`config.mk`:
```
export PLATFORM = sky130hd
export DESIGN_NAME = imh_ctrl
export DESIGN_NICKNAME = d
export VERILOG_FILES = /design/src/hdl/imh_pkg.sv /design/src/hdl/imh_ctrl.sv
export SDC_FILE = /design/constraint.sdc
export NUM_CORES = 1
export LEC_CHECK = 0
export ABC_CLOCK_PERIOD_IN_PS = 1800
export BUFFER_PORTS_ARGS = -buffer_cell sky130_fd_sc_hd__buf_2
export CAP_MARGIN = 10
export CORE_UTILIZATION = 51
export CTS_CLUSTER_SIZE = 20
export DETAILED_ROUTE_END_ITERATION = 7
export PLACE_DENSITY = 0.78
export SLEW_MARGIN = 0
export SYNTH_ARGS = -nofsm -noshare
export SYNTH_HDL_FRONTEND = slang
export SYNTH_SLANG_ARGS = --single-unit
```
`constraint.sdc`:
```
create_clock -name i_clk -period 1.8 [get_ports i_clk]
set_clock_uncertainty 0.1 [all_clocks]
set_input_delay 0.36 -clock i_clk [delete_from_list [all_inputs] [get_ports i_clk]]
set_output_delay 0.36 -clock i_clk [all_outputs]
set_load 0.005 [all_outputs]
```
`src/hdl/imh_pkg.sv`:
```
`default_nettype none
package imh_pkg;

    localparam int NODES_DEF      = 1024;
    localparam int VALUE_BITS_DEF = 48;
    localparam int KEY_W          = 10;
    localparam int VAL_W          = 48;
    localparam int TOTAL_W        = 11;
    localparam int STAT_W         = 3;
    localparam int CMD_W          = 2;

    localparam logic [CMD_W-1:0] CMD_INSERT   = 2'd0;
    localparam logic [CMD_W-1:0] CMD_DECREASE = 2'd1;
    localparam logic [CMD_W-1:0] CMD_POP      = 2'd2;

    localparam logic [STAT_W-1:0] ST_OK        = 3'd0;
    localparam logic [STAT_W-1:0] ST_EMPTY     = 3'd1;
    localparam logic [STAT_W-1:0] ST_ABSENT    = 3'd2;
    localparam logic [STAT_W-1:0] ST_FULL_DUP  = 3'd3;
    localparam logic [STAT_W-1:0] ST_SATURATED = 3'd4;

    typedef enum logic [4:0] {
        S_CLEAR,
        S_IDLE,
        S_LOOKUP,
        S_DECIDE,
        S_INS_WR,
        S_DEC_RD,
        S_DEC_WR,
        S_POP_RD0,
        S_POP_RDL,
        S_POP_WR,
        S_UP_RD,
        S_UP_CMP,
        S_DN_RD,
        S_DN_CMP,
        S_DN_PICK,
        S_SWAP_A,
        S_SWAP_B,
        S_FIN_RD,
        S_FIN,
        S_OUT
    } t_state;

    typedef enum logic [3:0] {
        OP_NONE,
        OP_CLEAR,
        OP_LOAD,
        OP_LOOKUP,
        OP_INS_WR,
        OP_RD_CUR,
        OP_DEC_WR,
        OP_RD_ROOT,
        OP_RD_LAST,
        OP_POP_WR,
        OP_RD_PARENT,
        OP_RD_CHILDREN,
        OP_PICK,
        OP_SWAP_A,
        OP_SWAP_B,
        OP_FIN_RD
    } t_op;

    typedef struct packed {
        t_op op;
        logic go_up;
        logic ovr_done;
    } t_cmd;

    typedef struct packed {
        logic clear_done;
        logic [CMD_W-1:0] cmd;
        logic ins_bad;
        logic dec_bad;
        logic empty;
        logic last_zero;
        logic up_stop;
        logic dn_stop;
        logic dn_two;
        logic child_swap;
    } t_status;

endpackage
`default_nettype wire

```
`src/hdl/imh_ctrl.sv`:
```
`default_nettype none
module imh_ctrl (
    input  wire               i_clk,
    input  wire               i_rst_n,
    input  wire               i_s_valid,
    output logic              o_s_ready,
    output logic              o_m_valid,
    input  wire               i_m_ready,
    input  imh_pkg::t_status  i_st,
    output imh_pkg::t_cmd     o_cmd
);
    import imh_pkg::*;

    t_state r_state, n_state;

    always_ff @(posedge i_clk) begin
        if (!i_rst_n) begin
            r_state <= S_CLEAR;
        end else begin
            r_state <= n_state;
        end
    end

    always_comb begin
        n_state = r_state;
        unique case (r_state)
            S_CLEAR:   if (i_st.clear_done) n_state = S_IDLE;
            S_IDLE:    if (i_s_valid) n_state = S_LOOKUP;
            S_LOOKUP:  n_state = S_DECIDE;
            S_DECIDE: begin
                unique case (i_st.cmd)
                    CMD_INSERT:   n_state = i_st.ins_bad ? S_FIN_RD : S_INS_WR;
                    CMD_DECREASE: n_state = i_st.dec_bad ? S_FIN_RD : S_DEC_RD;
                    CMD_POP:      n_state = i_st.empty ? S_FIN_RD : S_POP_RD0;
                    default:      n_state = S_FIN_RD;
                endcase
            end
            S_INS_WR:  n_state = S_UP_RD;
            S_DEC_RD:  n_state = S_DEC_WR;
            S_DEC_WR:  n_state = S_UP_RD;
            S_POP_RD0: n_state = S_POP_RDL;
            S_POP_RDL: n_state = S_POP_WR;
            S_POP_WR:  n_state = i_st.last_zero ? S_FIN_RD : S_DN_RD;
            S_UP_RD:   n_state = S_UP_CMP;
            S_UP_CMP:  n_state = i_st.up_stop ? S_FIN_RD : S_SWAP_A;
            S_DN_RD:   n_state = i_st.dn_stop ? S_FIN_RD : S_DN_CMP;
            S_DN_CMP:  n_state = S_DN_PICK;
            S_DN_PICK: n_state = i_st.child_swap ? S_SWAP_A : S_FIN_RD;
            S_SWAP_A:  n_state = S_SWAP_B;
            S_SWAP_B:  n_state = (i_st.cmd == CMD_POP) ? S_DN_RD : S_UP_RD;
            S_FIN_RD:  n_state = S_FIN;
            S_FIN:     n_state = S_OUT;
            S_OUT:     if (i_m_ready) n_state = S_IDLE;
            default:   n_state = S_IDLE;
        endcase
    end

    always_comb begin
        o_cmd     = '0;
        o_s_ready = 1'b0;
        o_m_valid = 1'b0;
        unique case (r_state)
            S_CLEAR:   o_cmd.op = OP_CLEAR;
            S_IDLE: begin
                o_s_ready = 1'b1;
                o_cmd.op  = OP_LOAD;
            end
            S_LOOKUP:  o_cmd.op = OP_LOOKUP;
            S_INS_WR:  o_cmd.op = OP_INS_WR;
            S_DEC_RD:  o_cmd.op = OP_RD_CUR;
            S_DEC_WR:  o_cmd.op = OP_DEC_WR;
            S_POP_RD0: o_cmd.op = OP_RD_ROOT;
            S_POP_RDL: o_cmd.op = OP_RD_LAST;
            S_POP_WR:  o_cmd.op = OP_POP_WR;
            S_UP_RD:   o_cmd.op = OP_RD_PARENT;
            S_DN_RD:   o_cmd.op = OP_RD_CHILDREN;
            S_DN_CMP:  o_cmd.op = OP_RD_CHILDREN;
            S_DN_PICK: o_cmd.op = OP_PICK;
            S_SWAP_A:  o_cmd.op = OP_SWAP_A;
            S_SWAP_B: begin
                o_cmd.op    = OP_SWAP_B;
                o_cmd.go_up = (i_st.cmd != CMD_POP);
            end
            S_FIN_RD:  o_cmd.op = OP_FIN_RD;
            S_OUT:     o_m_valid = 1'b1;
            default:   o_cmd.op = OP_NONE;
        endcase
        o_cmd.ovr_done = (r_state == S_DN_CMP);
    end
endmodule
`default_nettype wire

```
==> results.cfg <==
[floorplan]
rows = 14
dieHeight_um = 42.64
io_pins = 23
start_util = 0.5525
fp.dieW_um = 42.64
die-area_um2 = 1818
core-area_um2 = 1524

[clocking]
clkTransAtPathRegs_ns = 0.05
ctsHtreeMaxLevel = 1
cts_root_buf = clkbuf_4
cts_tree = built
clock_latency_ns = 0.25
clk_path_buf_depth = 2
clkSinkCount = 5
cts_buffers = 3

[placed_design]
dp_cells = 152
numPortBuffers = 21
place_area_um2 = 989.7
dp_hpwl_mm = 1.801
gp_congestion = 0.9010

[timing]
maxSlewViolCount = 0
setup_viol = 2
setup_slack_ns = -0.03018
fin_crit_ns = 1.830
worst_pin_slew_ns = 0.2583
finalHoldViolCount = 0
rsz0062_at_grt = yes
slew_headroom = 0.8256
fin_crit_sh = 1.017
fmax_mhz = 546.4

[cells_and_area]
regArea_um2 = 118.9
antennaDiodeCount = 0
area_growth_syn_to_layout_pct = 36.11
largestRegisters = r_state (5)
final_area_um2 = 1146
drive_gt1_frac = 0.4155
largest_register = r_state
fillers = 114
multiInputGateArea_um2 = 740.7
largest_reg_flops = 5
layout.nets = 162
fin_cells = 158

[run_status]
status = complete, but fails checks
violations = setup timing

[worst_hold_path]
worstHoldStart = i_rst_n
min_path_type = input port to register

[critical_path]
crit_path_max_fanout = 12
path_class = register to output pin
end_kind = output pin
cp.arrival_ns = 1.37
startpoint = r_state[3]
timing.rr.start = r_state[0]
start_kind = register
crit_required_ns = 1.34
worst-r2r-setup-slack_ns = 0.17

[grt]
gr-total-overflow = 0
track_usage = 0.3131
antenna_found_initial = 0
grt_use_met2 = 0.5424
grt_pass1_wl_mm = 4.367
use_met1 = 0.3874
grt_util_met3 = 0.07328
grt_pass1_vias = 973
grt_max_degree = 13
busiest_layer = met2

[pwr]
ir_drop_uv = 277.1
power.leakage_nw = 0.4802
power_w = 0.0003979
power_density_nw_per_um2 = 347.1

[detailed_routing]
via_count = 1037
ant_nets = 0
drc_errors = 0
viasPerCell = 6.563
dr.pass1.iters = 6
wl_per_cell_um = 15.95
dr.first_iter.drc_count = 50
finalWirelength_mm = 2.520

[yosys]
synth-seq-cells = 5
synth_cell_types = 48
synth-edff-count = 0
syn_area_um2 = 842.1
syn_nets = 133
async_reset_ff_frac = 0
synth_seq_area_share = 0.1189
syn_inst = 114
ys.flop_type = dfxtp_1
yosys_warnings = 0
synth.avg_cell_area_um2 = 7.386

[run]
maxCapViolations = 0
-- worst max-delay path: stages (launching register included) --
cell	delay [ns]
dfxtp_4	0.37
buf_8	0.15
or3_4	0.39
o22ai_2	0.09
buf_2	0.13
-- per-stage QoR --
stage	hold slack, ns	util	TNS (ns)	setup WS [ns]
2_1_floorplan	0.3776	-	0	0.2070
3_3_place_gp	0.5479	0.6494	0	0.1041
3_5_place_dp	0.5538	0.6494	0	0.07137
4_1_cts	0.2837	0.7250	-0.07075	-0.04194
5_1_grt	0.3021	0.7521	-0.1329	-0.08479
6_report	0.2902	0.7521	-0.04760	-0.03018
-- layout by cell type, fill, tap and decap left out, types with 2 or more instances in the layout --
master and n:
and3_1 2, buf_4 8, nor2b_2 2, buf_2 21
a21o_1 3, o21ai_0 8, or3b_1 2, mux2i_1 2
o21a_1 3, a21oi_1 3, nand2_1 3, nor3_1 3
nand3_1 3, dfxtp_4 5, nor3b_1 2, o31a_1 2
inv_1 7, ha_1 4, a221oi_1 2, nor2_1 4
buf_6 3, clkbuf_4 3, nor2b_1 6, o211ai_1 3
nand2b_1 5
-- cell usage after synthesis (all sizes together) (3+ instances only) --
cell,number,area [um^2]
o21ai,8,40.04
ha,4,50.05
nor2b,9,58.81
nand3,4,25.02
a221oi,3,26.28
inv,7,26.28
o211ai,3,22.52
nor3b,4,35.03
buf,8,48.80
o21a,3,22.52
nand2,5,18.77
a21o,3,22.52
a21oi,4,20.02
nand2b,5,31.28
dfxtp,5,100.1
nor3,3,15.01
nor2,5,21.27
-- logic make-up after synthesis --
family,share of synthesized area
buf+inv,0.09362
compound gates,0.3225
fa+ha+maj,0.05944
flops,0.1189
mux,0.02378
xor+xnor,0.01040
simple gates,0.3715
-- cell type report --
| cell class | instances | share of cell area |
|---|---|---|
| Timing Repair Buffer | 33 | 0.1867 |
| Sequential cell | 5 | 0.1037 |
| Inverter | 7 | 0.02293 |
| Tap cell | 16 | 0.01747 |
| Clock buffer | 4 | 0.02293 |
| Multi-Input combinational cell | 93 | 0.6463 |
-- layer usage --
layer / up-vias / share of wire
met1: 489 / 0.42
met5: - / 0
met3: 7 / 0.053
li1: 487 / -
met2: 54 / 0.51
met4: 0 / 0.017
-- what timing repair did --
action	in CTS	in global routing
setup endpoints to repair	6	5
hold buffers	0	0
buffers inserted	2	1
resized for setup	21	10
pin swaps	2	4
-- report_power, final --
| group | switching [W] | internal [W] |
|---|---|---|
| clock network | 0.0000527 | 0.0000842 |
| logic | 0.0000698 | 0.0000707 |
| registers | 0.0000107 | 0.000110 |
| total | 0.000133 | 0.000265 |
-- worst paths after layout --
kind / to / depth (start not counted)
max: o_cmd[3] / 4
max reg2reg: r_state[2] / 5
min: r_state[0] / 3
min reg2reg: r_state[0] / 2
Note: power is estimated with default switching activity, not from simulation.
